===== src/rtl/assert_macros.svh =====
// Assertion macros used by the top level RTL file
`ifndef ASSERT_MACROS_SVH
`define ASSERT_MACROS_SVH
`ifndef SYNTH
// same-cycle implication
`define ASSERT_IMPLIES(label, clk, rst_n, ante, cons) \
	label: assert property (@(posedge clk) disable iff (!rst_n) (ante) |-> (cons)) \
		else $error("assertion failed");
// next-cycle implication
`define ASSERT_NEXT(label, clk, rst_n, ante, cons) \
	label: assert property (@(posedge clk) disable iff (!rst_n) (ante) |=> (cons)) \
		else $error("assertion failed");
`else
`define ASSERT_IMPLIES(label, clk, rst_n, ante, cons)
`define ASSERT_NEXT(label, clk, rst_n, ante, cons)
`endif
`endif


===== src/rtl/jlim_pkg.sv =====
// Types, constants and helpers of the joint limit avoidance velocity unit
package jlim_pkg;

	localparam int LOG_ITER_DEF = 24;
	localparam int DIV_BITS     = 31;
	localparam int FRAC_W       = 40;

	localparam logic [31:0] LN2_Q32 = 32'd2977044472;
	localparam logic [31:0] VEL_MAX = 32'h7FFF_FFFF;
	localparam logic [31:0] VEL_MIN = 32'h8000_0000;

	localparam logic [1:0] ST_OK    = 2'd0;
	localparam logic [1:0] ST_LIMIT = 2'd1;
	localparam logic [1:0] ST_RANGE = 2'd2;

	typedef struct packed {
		logic signed [31:0] position;
		logic signed [31:0] lim_lo;
		logic signed [31:0] lim_hi;
		logic        [31:0] gain;
		logic               last_joint;
	} cmd_t;

	typedef struct packed {
		logic signed [31:0] velocity;
		logic        [1:0]  status;
		logic               last_out;
	} res_t;

	typedef struct packed {
		logic [31:0]       gain;
		logic              last;
		logic [1:0]        status;
		logic              e_pos;
		logic              e_neg;
		logic              special;
		logic [31:0]       vel_special;
		logic [33:0]       a;
		logic [33:0]       b;
		logic [5:0]        ka;
		logic [5:0]        kb;
		logic [30:0]       ma;
		logic [30:0]       mb;
		logic [FRAC_W-1:0] fa;
		logic [FRAC_W-1:0] fb;
		logic [45:0]       dmag;
		logic [31:0]       lmag;
		logic [63:0]       p;
		logic [66:0]       ra;
		logic [66:0]       rb;
		logic [30:0]       qa;
		logic [30:0]       qb;
		logic              sata;
		logic              satb;
	} pipe_t;

	// position of the leading one
	function automatic logic [5:0] lead_one(input logic [33:0] x);
		logic [5:0] k;
		k = 6'd0;
		for (int i = 0; i < 34; i++) begin
			if (x[i]) k = 6'(i);
		end
		return k;
	endfunction

	// mantissa in Q1.30, low bits of larger values dropped
	function automatic logic [30:0] norm_q30(input logic [33:0] x, input logic [5:0] k);
		logic [63:0] w;
		if (k <= 6'd30) w = 64'(x) << (6'd30 - k);
		else w = 64'(x) >> (k - 6'd30);
		return w[30:0];
	endfunction

endpackage


===== src/rtl/jlim_log_cell.sv =====
// One squaring step of the log2 iteration, both lanes
module jlim_log_cell #(
	parameter int STEP = 1
) (
	input  logic           clk,
	input  logic           en,
	input  jlim_pkg::pipe_t d,
	output jlim_pkg::pipe_t cell_q
);
	localparam int FBIT = jlim_pkg::FRAC_W - STEP;

	logic [61:0] sq_a, sq_b;
	jlim_pkg::pipe_t nxt;

	always_comb begin
		nxt  = d;
		sq_a = 62'(d.ma) * 62'(d.ma);
		sq_b = 62'(d.mb) * 62'(d.mb);
		// keep the mantissa below two, one fraction bit per step
		if (sq_a[61]) begin
			nxt.ma = sq_a[61:31];
			nxt.fa[FBIT] = 1'b1;
		end else begin
			nxt.ma = sq_a[60:30];
		end
		if (sq_b[61]) begin
			nxt.mb = sq_b[61:31];
			nxt.fb[FBIT] = 1'b1;
		end else begin
			nxt.mb = sq_b[60:30];
		end
	end

	always_ff @(posedge clk) begin
		if (en) cell_q <= nxt;
	end
endmodule


===== config.mk =====
export PLATFORM = sky130hd
export DESIGN_NAME = jlim_log_cell
export DESIGN_NICKNAME = d
export VERILOG_FILES = /design/src/rtl/assert_macros.svh /design/src/rtl/jlim_pkg.sv /design/src/rtl/jlim_log_cell.sv
export SDC_FILE = /design/constraint.sdc
export NUM_CORES = 2
export LEC_CHECK = 0
export ABC_AREA = 1
export BUFFER_PORTS_ARGS = -buffer_cell sky130_fd_sc_hd__buf_2
export CELL_PAD_IN_SITES_DETAIL_PLACEMENT = 2
export CELL_PAD_IN_SITES_GLOBAL_PLACEMENT = 2
export CORE_AREA = 5 5 493 495
export DETAILED_ROUTE_END_ITERATION = 10
export DIE_AREA = 0 0 498 500
export GPL_TIMING_DRIVEN = 0
export MAX_ROUTING_LAYER = met4
export PLACE_DENSITY_LB_ADDON = 0.12
export SETUP_SLACK_MARGIN = 0.5
export SYNTH_ARGS = -nofsm -noshare
export SYNTH_HDL_FRONTEND = slang
export SYNTH_SLANG_ARGS = --single-unit

===== constraint.sdc =====
create_clock -name clk -period 7.95 [get_ports clk]
set_input_delay 1.59 -clock clk [delete_from_list [all_inputs] [get_ports clk]]
set_output_delay 1.59 -clock clk [all_outputs]
set_load 0.02 [all_outputs]

## Word-level counts from Yosys, hierarchy flattened

Cells that the tools add are included.

- $mul: 2
- Muxes and demuxes: 2

Operators by type and width:

| cell | count |
|---|---|
| $mul A31 B31 Y62 | 2 |
| $mux W30 | 2 |

- Bits in registers: 632
- Input bits: 634

## Logic depth before layout (Yosys ltp)

- Word-level depth: 2
- Gate-level depth with buffers: 34
- Mapped depth without buffers: 31

## Worst setup path before layout

OpenSTA, ideal clock, no wires.

- Kind: input to register
- From: input d[476] (netlist name)
- To: register cell_q[419] (netlist name), data pin
- Library setup time: 262 ps
- Arrival: 7867 ps
- Data required time: 7688 ps
- Slack: -179 ps
- Stages: 27
- Buffers on the path: 2
- Cell sequence: clkbuf_1 > buf_1 > nand2_1 > fa_1 > fa_1 > inv_1 > fa_1 > inv_1 > fa_1 > inv_1 > fa_1 > fa_1 > fa_1 > inv_1 > fa_1 > inv_1 > ha_1 > nand2_1 > nor2_4 > inv_2 > nor3_4 > nand2_2 > nor2_1 > nand2_1 > nand3_1 > nand2_2 > or2_2

- Longest elaborated chain between the ends: 1

RTL lines:

| item | line | RTL |
|---|---|---|
| from (decl) | jlim_log_cell.sv:7 | `input jlim_pkg::pipe_t d,` |
| $mul A31 B31 Y62 | jlim_log_cell.sv:17 | `sq_a = 62'(d.ma) * 62'(d.ma);` |
| to (signal assigned) | jlim_log_cell.sv:35 | `if (en) cell_q <= nxt;` |
| to (decl) | jlim_log_cell.sv:8 | `output jlim_pkg::pipe_t cell_q` |

Every way passes these cells.
A chain may end at the register's enable or synchronous reset.

## Worst setup path in the final report

- From: input d[461] (netlist name)
- To: register cell_q[419] (netlist name), data pin

The elaborated chain is that of the path after synthesis.

==> results.cfg <==
[status]
outcome = complete, but fails checks
violations = setup timing

[finish]
layout_commonest_cell = inv_1
top_register = cell_q
drive_gt1_frac = 0.268
largest_registers = cell_q: 632 flops
fin_area_um2 = 103000
area_delta_synth_final_pct = 31.4
final_nets = 12600
largest_reg_flops = 632
final_cell_mix = 2593 x inv_1, 1756 x nand2_1, 1375 x fa_1

[synth]
synth_compound_area_frac = 0.0123
synth_nets = 11000
synth_cells = 8341
synthMuxAreaShare = 0
synth_cell_type_count = 41
synth-xor-area-share = 0.00685
yosysTopAreaCellShare = 0.383
yosys_warnings = 0
synth-seq-area-share = 0.243
synthAdderAreaFrac = 0.469
synth_top_family_by_area = adder cells
syn_area_per_cell_um2 = 9.35
ys.flop_type = edfxtp_1
ys_async_sr_fraction = 0
synthSimpleGateAreaFrac = 0.129
synth.area.top_cells = fa_1 38%, edfxtp_1 24%, inv_1 13%
synth-edff-count = 632
syn_area_um2 = 78000
yosys.area.top_type = fa_1
ys_ff_latch = 632

[die]
die_h_um = 500
ioPinCount = 1266
dieArea_um2 = 249000
die_w_um = 498
coreArea_um2 = 237000
std_cell_rows = 179
initial_core_util = 0.329

[clock_tree]
clkTransAtPathRegs_ps = 70
numCtsBuffers = 76
cts_hold_buf = 0
htreeDepth = 3
cts.sinks = 632
cts_buffer_depth = 3
tritoncts = yes
cts-root-buf = clkbuf_16

[worst_setup_path]
path_class = input port to flop
worstSetupEndpointType = flop
required_ps = 8450
critPathMaxStageDelay_ps = 760
worst_setup_path_start_kind = input port
crit_arrival_ps = 8680
cp_slowest_cell = fa_2
crit_top_cell = fa_1
startpoint = d[461]
critPathMaxFanout = 10

[drt]
drtIter0Drc = 7317
wl_per_cell_um = 39.8
via_count = 70500
dr.pass1.iters = 6
vias_per_cell = 5.08
finalWirelength_um = 553000
drc = 0
final_antenna_net_count = 0

[sta]
timing.hold.ws_ps = 1010
min_period_ps = 8180
period_share = 1.03
final-hold-violation-count = 0
setup_slack_ps = -229
worst_pin_slew_ps = 1010
rsz0062_at_grt = yes
setup_viol = 32
tns_ps = -5240
drv_slew = 0
slew_headroom = 0.327
fmax_ghz = 0.122

[place]
post_dp_cell_area_um2 = 89000
dp_hpwl_um = 455000
place_ws_ps = -2340
gp_congestion = 1.11
io_buffer_count = 1261

[global_routing]
grt_util_met3 = 0.158
first_global_vias = 74200
grt_use_total = 0.430
grtUsageMet1 = 0.532
top_usage_layer = met2
antenna_found_initial = 408
grtUsageMet2 = 0.604
grt_start_max_net_pins = 122
grt_pass1_wl_um = 689000
grt_overflow = 0

[worst_hold_path]
min_from = d[273]
hold_path_class = input port to flop

[job]
max_cap_violations = 0
synthesized netlist by cell type (4+ instances only):
cell type and n:
buf_1 14, nand4_1 31, inv_1 2679, ha_1 534
nand3_1 132, or2_2 8, nor4_1 9, inv_2 4
clkbuf_1 174, nand2_1 2119, edfxtp_1 632, fa_1 1494
a31o_2 4, xnor2_1 21, o21ai_0 29, nand3b_1 5
nor2_2 4, a21o_1 4, xor2_1 40, a21oi_1 107
nor3_1 18, buf_6 9, o21bai_1 22, nor2_1 212
nand2_2 11
through the flow:
step | std cells | util
after floorplan | 8341 | -
after global routing | 13800 | 0.431
after CTS | 13100 | 0.408
after detailed placement | 12800 | 0.375
after global placement | 12800 | 0.374
final | 13900 | 0.432
critical path: cells and delay by family:
| family | cells | cell delay, ps |
|---|---|---|
| compound gates | 1 | 130 |
| fa+ha+maj | 9 | 4880 |
| buf+inv | 7 | 770 |
| simple gates | 12 | 1230 |
routing by layer:
layer | part of all wire | wire length [um]
met4 | 0.085 | 46900
met5 | 0 | 0
met2 | 0.41 | 228000
met3 | 0.12 | 69000
met1 | 0.38 | 209000
repair_timing:
action | CTS | global route
setup buffers | 153 | 92
resized for setup | 968 | 816
pin swaps | 172 | 280
endpoints found under the setup margin | 64 | 64
cloned | 8 | 10
final cells by class:
type / instances / area [um2]
Timing Repair Buffer: 1530 / 9520
Multi-Input combinational cell: 4824 / 51800
Buffer: 202 / 3800
Inverter: 2683 / 10100
Antenna cell: 715 / 1790
Sequential cell: 632 / 19000
Clock buffer: 86 / 1940
Fill cell: 25900 / 135000
Clock inverter: 51 / 614
Tap cell: 3167 / 3960
worst paths after layout:
kind / to / cells after the start
setup / recovery: cell_q[419] / 29
hold / removal: cell_q[273] / 1
logic make-up after synthesis:
logic type,Yosys count
compound gates,173
xor+xnor,61
fa+ha+maj,2028
buf+inv,2885
flops,632
simple gates,2562
Power is not shown: default switching activity piles up to over one toggle a cycle in this logic, so the estimate is an artifact.
