`src/rtl/assert_macros.svh`:
```
// Assertion macros used by the top level RTL file
`ifndef ASSERT_MACROS_SVH
`define ASSERT_MACROS_SVH
`ifndef SYNTH
// same-cycle implication
`define ASSERT_IMPLIES(label, clk, rst_n, ante, cons) \
	label: assert property (@(posedge clk) disable iff (!rst_n) (ante) |-> (cons)) \
		else $error("assertion failed");
// next-cycle implication
`define ASSERT_NEXT(label, clk, rst_n, ante, cons) \
	label: assert property (@(posedge clk) disable iff (!rst_n) (ante) |=> (cons)) \
		else $error("assertion failed");
`else
`define ASSERT_IMPLIES(label, clk, rst_n, ante, cons)
`define ASSERT_NEXT(label, clk, rst_n, ante, cons)
`endif
`endif

```
`src/rtl/jlim_pkg.sv`:
```
// Types, constants and helpers of the joint limit avoidance velocity unit
package jlim_pkg;

	localparam int LOG_ITER_DEF = 24;
	localparam int DIV_BITS     = 31;
	localparam int FRAC_W       = 40;

	localparam logic [31:0] LN2_Q32 = 32'd2977044472;
	localparam logic [31:0] VEL_MAX = 32'h7FFF_FFFF;
	localparam logic [31:0] VEL_MIN = 32'h8000_0000;

	localparam logic [1:0] ST_OK    = 2'd0;
	localparam logic [1:0] ST_LIMIT = 2'd1;
	localparam logic [1:0] ST_RANGE = 2'd2;

	typedef struct packed {
		logic signed [31:0] position;
		logic signed [31:0] lim_lo;
		logic signed [31:0] lim_hi;
		logic        [31:0] gain;
		logic               last_joint;
	} cmd_t;

	typedef struct packed {
		logic signed [31:0] velocity;
		logic        [1:0]  status;
		logic               last_out;
	} res_t;

	typedef struct packed {
		logic [31:0]       gain;
		logic              last;
		logic [1:0]        status;
		logic              e_pos;
		logic              e_neg;
		logic              special;
		logic [31:0]       vel_special;
		logic [33:0]       a;
		logic [33:0]       b;
		logic [5:0]        ka;
		logic [5:0]        kb;
		logic [30:0]       ma;
		logic [30:0]       mb;
		logic [FRAC_W-1:0] fa;
		logic [FRAC_W-1:0] fb;
		logic [45:0]       dmag;
		logic [31:0]       lmag;
		logic [63:0]       p;
		logic [66:0]       ra;
		logic [66:0]       rb;
		logic [30:0]       qa;
		logic [30:0]       qb;
		logic              sata;
		logic              satb;
	} pipe_t;

	// position of the leading one
	function automatic logic [5:0] lead_one(input logic [33:0] x);
		logic [5:0] k;
		k = 6'd0;
		for (int i = 0; i < 34; i++) begin
			if (x[i]) k = 6'(i);
		end
		return k;
	endfunction

	// mantissa in Q1.30, low bits of larger values dropped
	function automatic logic [30:0] norm_q30(input logic [33:0] x, input logic [5:0] k);
		logic [63:0] w;
		if (k <= 6'd30) w = 64'(x) << (6'd30 - k);
		else w = 64'(x) >> (k - 6'd30);
		return w[30:0];
	endfunction

endpackage

```
`src/rtl/jlim_div_cell.sv`:
```
// One restoring quotient bit of both divisions
module jlim_div_cell #(
	parameter int SHIFT = 0
) (
	input  logic           clk,
	input  logic           en,
	input  jlim_pkg::pipe_t d,
	output jlim_pkg::pipe_t cell_q
);
	logic [66:0] da, db;
	jlim_pkg::pipe_t nxt;

	always_comb begin
		nxt = d;
		da  = 67'(d.a) << SHIFT;
		db  = 67'(d.b) << SHIFT;
		if (d.ra >= da) begin
			nxt.ra = d.ra - da;
			nxt.qa[SHIFT] = 1'b1;
		end
		if (d.rb >= db) begin
			nxt.rb = d.rb - db;
			nxt.qb[SHIFT] = 1'b1;
		end
	end

	always_ff @(posedge clk) begin
		if (en) cell_q <= nxt;
	end
endmodule

```
`config.mk`:
```
export PLATFORM = sky130hd
export DESIGN_NAME = jlim_div_cell
export DESIGN_NICKNAME = d
export VERILOG_FILES = /design/src/rtl/assert_macros.svh /design/src/rtl/jlim_pkg.sv /design/src/rtl/jlim_div_cell.sv
export SDC_FILE = /design/constraint.sdc
export NUM_CORES = 1
export LEC_CHECK = 0
export ABC_AREA = 1
export BUFFER_PORTS_ARGS = -buffer_cell sky130_fd_sc_hd__clkbuf_2
export CAP_MARGIN = 10
export CORE_AREA = 2 2 488 490
export CTS_CLUSTER_DIAMETER = 30
export DETAILED_ROUTE_END_ITERATION = 8
export DIE_AREA = 0 0 490 492
export REMOVE_ABC_BUFFERS = 1
export SLEW_MARGIN = 20
export SYNTH_ARGS = -nofsm -noshare
export SYNTH_HDL_FRONTEND = slang
export SYNTH_SLANG_ARGS = --single-unit
```
`constraint.sdc`:
```
create_clock -name clk -period 3 [get_ports clk]
set_input_delay 0.6 -clock clk [delete_from_list [all_inputs] [get_ports clk]]
set_output_delay 0.6 -clock clk [all_outputs]
set_load 0.005 [all_outputs]
```
; ---- Word-level counts from Yosys, hierarchy flattened
; Cells that the tools add are included.
[word_totals]
reg_bits = 632
out_inout_bits = 632
in_bits = 634
elab_cells = 32
[op_classes]
n_mux = 2
order_cmp = 2
add_sub_neg = 2
[op_table]
columns = cell, count
row1 = $ge A67 B34 Y1, 2
row2 = $mux W67, 2
row3 = $sub A67 B34 Y67, 2

; ---- Logic depth before layout (Yosys ltp)
; Gate-level depths: netlist (run 1).
[logic_depth]
word_depth = 2
ltp_mapped = 16
depth_no_buf = 16

; ---- Least setup slack after synthesis (run 1)
; OpenSTA, ideal clock, no wires.
[synth_path]
path_kind = input to register
from = input port d[557] in the netlist's numbering
to = register cell_q[186] in the netlist's numbering, data pin
n_path_buf = 2
path_slack_ns = 0.583
t_required_ns = 2.745
cell_stages = 12
setup_ns = 0.255
arrival_time_ns = 2.162
cell_sequence = inv_1 -> ha_1 -> nand2_1 -> inv_1 -> a21oi_1 -> o21ai_1 -> a21oi_1 -> nand3_4 -> inv_2 -> buf_6 -> buf_6 -> a21oi_2
[synth_rtl]
columns = element, line
row1 = "start, declared", jlim_div_cell.sv:7  ; input jlim_pkg::pipe_t d,
row2 = "end signal, assigned", jlim_div_cell.sv:28  ; if (en) cell_q <= nxt;
row3 = "end, declared", jlim_div_cell.sv:8  ; output jlim_pkg::pipe_t cell_q

==> results.cfg, run 1 <==
[status]
outcome = complete, no violations

[synth]
syn_inst = 2756
synthDistinctLibCells = 37
seq_area_frac_synth_pct = 65.9
postSynthAreaPerCell_um2 = 10.4
synth_area_um2 = 28800
synth_seq_cells = 632
ys_warn_count = 0

[pwr]
p_leak_nw = 23.6
pwr_density_cell_nw_per_um2 = 669
power_w = 0.0351
peakVddDrop_uv = 425

[setup_path]
worstPathMaxFanout = 21
critPathLaunchType = input pin
crit_type = in2reg
cp.arrival_ns = 3.50
required_ns = 3.55
crit_path_end_kind = flop

[cells_and_area]
final_common_cell = clkbuf_2
top_regs = cell_q (632)
final_net_count = 5687
design_area_um2 = 52500
layout_common_cells = 1264 x clkbuf_2, 859 x nand2_1, 632 x edfxtp_1, 412 x dlygate4sd3_1, 393 x inv_1
finalNonFillerCells = 8368
largest_reg_flops = 632
syn2layout_area_growth_pct = 82.5
drive_above_1_share_pct = 39.7
num-fill-cells = 25900
top_register = cell_q

[placed_design]
placed_cells = 7560
dpl_cell_area_um2 = 42100
hpwl_um = 204000
dp_slack_ns = -0.379
io_buffers = 1265
gp_congestion = 0.981

[worst_hold_path]
hp-class = in2reg
min_path_cells = 1

[die]
core_um2 = 236000
die_y_um = 492
start_util_pct = 12.2
rows = 179
num_io_pins = 1266
die_width_um = 490
die_area_um2 = 241000

[clock_tree]
htreeDepth = 4
cts_buffers = 176
clk_path_buf_depth = 3
clk_pin_slew_worst_paths_ns = 0.05
post_cts_buffers = 0
root_buffer = clkbuf_16
cts_tree = yes
numClockSinks = 632

[timing]
rsz0062_at_grt = false
slew_violations = 0
slew_headroom_pct = 55.2
fmax_mhz = 339
worst_pin_slew_ns = 0.668
finalCriticalPeriod_ns = 2.95
finalSetupViolCount = 0
finalCritPeriodShare_pct = 98.3
final.setup.worst_slack_ns = 0.0501
hold_viol = 0

[flow_run]
maxCapViolCount = 0

[global_routing]
antenna_found_initial = 206
grt_max_degree = 111
grt_overflow = 0
first_global_vias = 30700
grt_pass1_wl_um = 292000
track_usage_pct = 18.4

[detailed_routing]
ant_nets = 0
drtIter0Drc = 2677
routed-via-count = 30800
totalWireLength_um = 231000
vias_per_cell = 3.68
drc = 0
wl_per_cell_um = 27.6
firstDrtPassIters = 5
[per-stage QoR]
stage / hold WS, ns / setup TNS, ns / utilization (%)
2_1_floorplan: 0.699 / -0.435 / -
3_3_place_gp: 0.776 / -18.98 / 17.8
3_5_place_dp: 0.779 / -20.66 / 17.8
4_1_cts: 0.00292 / 0 / 22.1
5_1_grt: 0.00303 / 0 / 22.2
6_report: 0.0403 / 0 / 22.2
[repair_timing]
action                     CTS  global route
setup endpoints to repair    0            35
hold buffers               412             0
resized for setup            0            21
hold endpoints to repair   412             0
[worst max-delay path, cell delays in order]
cell and delay [ns]:
dlygate4sd3_1 0.54, clkbuf_2 0.13, inv_1 0.10, ha_1 0.39
nand2_1 0.16, inv_2 0.11, nand2_1 0.13, nor2_4 0.19
nand4_1 0.19, nand3_1 0.17, nand2_1 0.09, nand3_2 0.15
inv_4 0.08, buf_6 0.17, o21ai_1 0.28
[final cells by class]
| class | count | area, um^2 | share of cell area [%] |
|---|---|---|---|
| flip-flops and latches | 632 | 19000 | 36.1 |
| repair buffers | 2069 | 13700 | 26.0 |
| multi-input cells | 1665 | 8030 | 15.3 |
| clock buffers | 190 | 4480 | 8.53 |
| well taps | 3167 | 3960 | 7.55 |
| inverters | 439 | 1650 | 3.14 |
| clock inverters | 139 | 1570 | 2.99 |
| diodes | 67 | 168 | 0.319 |
[kinds of logic (layout without fill, tap and decap cells)]
logic type / Yosys count / after routing / share of synthesized area (%)
and+or+nand+nor: 1321 / 1321 / 18.7
DFF: 632 / 632 / 65.9
buffers and inverters: 459 / 2837 / 6.37
AOI/OAI and AO/OA: 214 / 214 / 4.02
adders and majority gates: 70 / 70 / 3.10
xor gates and xnor gates: 60 / 60 / 1.83
other: 0 / 67 / 0
[power by group]
part | internal [W] | switching, W
Clock | 0.0124 | 0.00646
Sequential | 0.0107 | 0.000518
Combinational | 0.00212 | 0.00294
Total | 0.0252 | 0.00992
[routing by layer]
layer | vias up | part of all wire (%) | GRT usage, %
li1 | 13700 | - | -
met2 | 1844 | 52 | 33.2
met1 | 14600 | 35 | 19.2
met4 | 66 | 5.1 | 9.43
met5 | - | 0.18 | 0
met3 | 555 | 7.9 | 5.64
[worst paths after layout]
kind	start	endpoint	slack (ns)
worst min-delay path	d[261]	cell_q[261]$_DFFE_PP_	0.04
worst max-delay path	d[505]	cell_q[70]$_DFFE_PP_	0.05
[synthesized netlist by cell type, drive strengths merged]
cell type | n | area [um^2]
a211oi | 4 | 30.0
a21o | 2 | 15.0
a21oi | 115 | 621
and2 | 2 | 12.5
and3 | 4 | 25.0
buf | 20 | 184
edfxtp | 632 | 19000
fa | 2 | 40.0
ha | 68 | 851
inv | 439 | 1650
nand2 | 866 | 3260
nand3 | 111 | 573
nand3b | 5 | 37.5
nand4 | 42 | 263
nor2 | 231 | 902
nor2b | 1 | 6.26
nor3 | 52 | 270
nor3b | 2 | 15.0
nor4 | 1 | 6.26
o211ai | 2 | 15.0
o21a | 1 | 7.51
o21ai | 83 | 415
o21bai | 7 | 52.6
or2 | 4 | 25.0
xnor2 | 58 | 508
xor2 | 2 | 17.5
Power figures use the tool's default switching activity.
==> run 2: changes to the inputs <==
Settings changed: PLACE_DENSITY set to 0.3.
==> results.cfg, run 2 (synthesized netlist as in run 1, its figures left out) <==
[setup_path]
crit_type = in2reg
slowest_stage = dlygate4sd3_1
startpoint = d[512]
max_stage_delay_ns = 0.52
critPathLaunchType = input pin
critPathBufInv = 8
crit_path_end_kind = flop
cp.arrival_ns = 3.61
cp_common_cell = nand2_1
worstPathMaxFanout = 34
path_delay_family = buffers and inverters
required_ns = 3.62
path_cells = dlygate4sd3_1 > clkbuf_2 > inv_1 > ha_1 > nand2_1 > inv_2 > nand2_1 > nor2_1 > buf_4 > nand4_1 > buf_4 > nand3_1 > nand2_1 > nand3_2 > inv_4 > buf_12 > nand2_1 > o21ai_1

[placed_design]
gp_congestion = 0.871
hpwl_um = 187000
io_buffers = 1265
dpl_cell_area_um2 = 42300
dp_slack_ns = -0.423

[timing]
finalSetupViolCount = 0
finalCritPeriodShare_pct = 99.4
fmax_mhz = 335
hold_viol = 0
whs_ns = 0.101
worst_pin_slew_ns = 0.654
final.setup.worst_slack_ns = 0.0167
rsz0062_at_grt = true
finalCriticalPeriod_ns = 2.98
slew_violations = 0
slew_headroom_pct = 56.1

[global_routing]
antenna_found_initial = 157
grt_pass1_wl_um = 279000
grt_max_degree = 77
track_usage_pct = 17.2
grt_overflow = 0
first_global_vias = 31700

[cells_and_area]
final_common_cell = clkbuf_2
final_net_count = 5827
layout_common_cells = 1263 x clkbuf_2, 862 x nand2_1, 632 x edfxtp_1, 484 x dlygate4sd3_1, 403 x buf_4
top_regs = cell_q (632)
largest_reg_flops = 632
syn2layout_area_growth_pct = 89.6
design_area_um2 = 54600
drive_above_1_share_pct = 39.6
top_register = cell_q

[detailed_routing]
firstDrtPassIters = 6
totalWireLength_um = 214000
ant_nets = 0
wl_per_cell_um = 25.2
drc = 0
routed-via-count = 30000
drtIter0Drc = 1938
vias_per_cell = 3.53

[die]
die_y_um = 492
die_width_um = 490
rows = 179
num_io_pins = 1266
die_area_um2 = 241000
core_um2 = 236000
start_util_pct = 12.2

[pwr]
power_w = 0.0386
p_leak_nw = 24.6
peakVddDrop_uv = 510
pwr_density_cell_nw_per_um2 = 707

[clock_tree]
clk_path_buf_depth = 3
numClockSinks = 632
cts_tree = yes
clk_pin_slew_worst_paths_ns = 0.04
root_buffer = clkbuf_16
htreeDepth = 4
cts_buffers = 214

[worst_hold_path]
hp-start = d[196]
hp-class = in2reg

[status]
outcome = complete, no violations

[flow_run]
maxCapViolCount = 0
[run 2: cell types whose count changed in the layout (fill, tap and decap cells not counted), sizes merged]
cell,delta
bufinv,+10
clkbuf,+52
buf,+30
inv,-11
dlygate4sd3,+72
clkinv,+18
diode,-38
[run 2: metrics by stage]
stage          util (%)  setup TNS (ns)  instances
2_1_floorplan         -          -0.435       2736
5_1_grt            23.1          -0.202       8485
4_1_cts            23.0               0       8472
3_5_place_dp       17.9          -13.44       7590
6_report           23.1               0       8501
3_3_place_gp       17.9          -13.65       7590
[run 2: cell type report]
type	count	area [um^2]
Fill cell	26000	182000
Sequential cell	632	19000
Timing Repair Buffer	2171	14600
Multi-Input combinational cell	1665	8010
Clock buffer	242	5460
Tap cell	3167	3960
Clock inverter	156	1850
Inverter	439	1650
Antenna cell	29	72.6
[run 2: power breakdown]
part	switching, W	internal, W	leakage, nW
sequential	0.000437	0.0107	6.19
combinational	0.00292	0.00224	14.9
clock	0.00695	0.0153	3.50
total	0.0103	0.0283	24.6
[run 2: path summary, 6_finish.rpt]
| check | to | slack, ns | depth (start not counted) |
|---|---|---|---|
| hold / removal | cell_q[196]$_DFFE_PP_ | 0.10 | 3 |
| setup / recovery | cell_q[84]$_DFFE_PP_ | 0.02 | 18 |
[run 2: routing by layer]
metal / track usage [%] / part of all wire [%] / vias up
li1: - / - / 14000
met1: 18.1 / 37 / 14100
met2: 32.1 / 53 / 1381
met3: 5.29 / 6.9 / 464
met4: 5.97 / 3.8 / 50
met5: 0 / 0.14 / -
[run 2: worst min-delay path, cell delays in order]
cell and delay, ns:
clkbuf_2 0.11, nand2_1 0.05, nand2_1 0.06
[run 2: timing repair]
item / 4_1_cts / 5_1_grt
endpoints found under the setup margin: 0 / 22
setup buffers: 0 / 0
endpoints found under the hold margin: 484 / 0
resized for setup: 0 / 13
hold buffers: 484 / 0
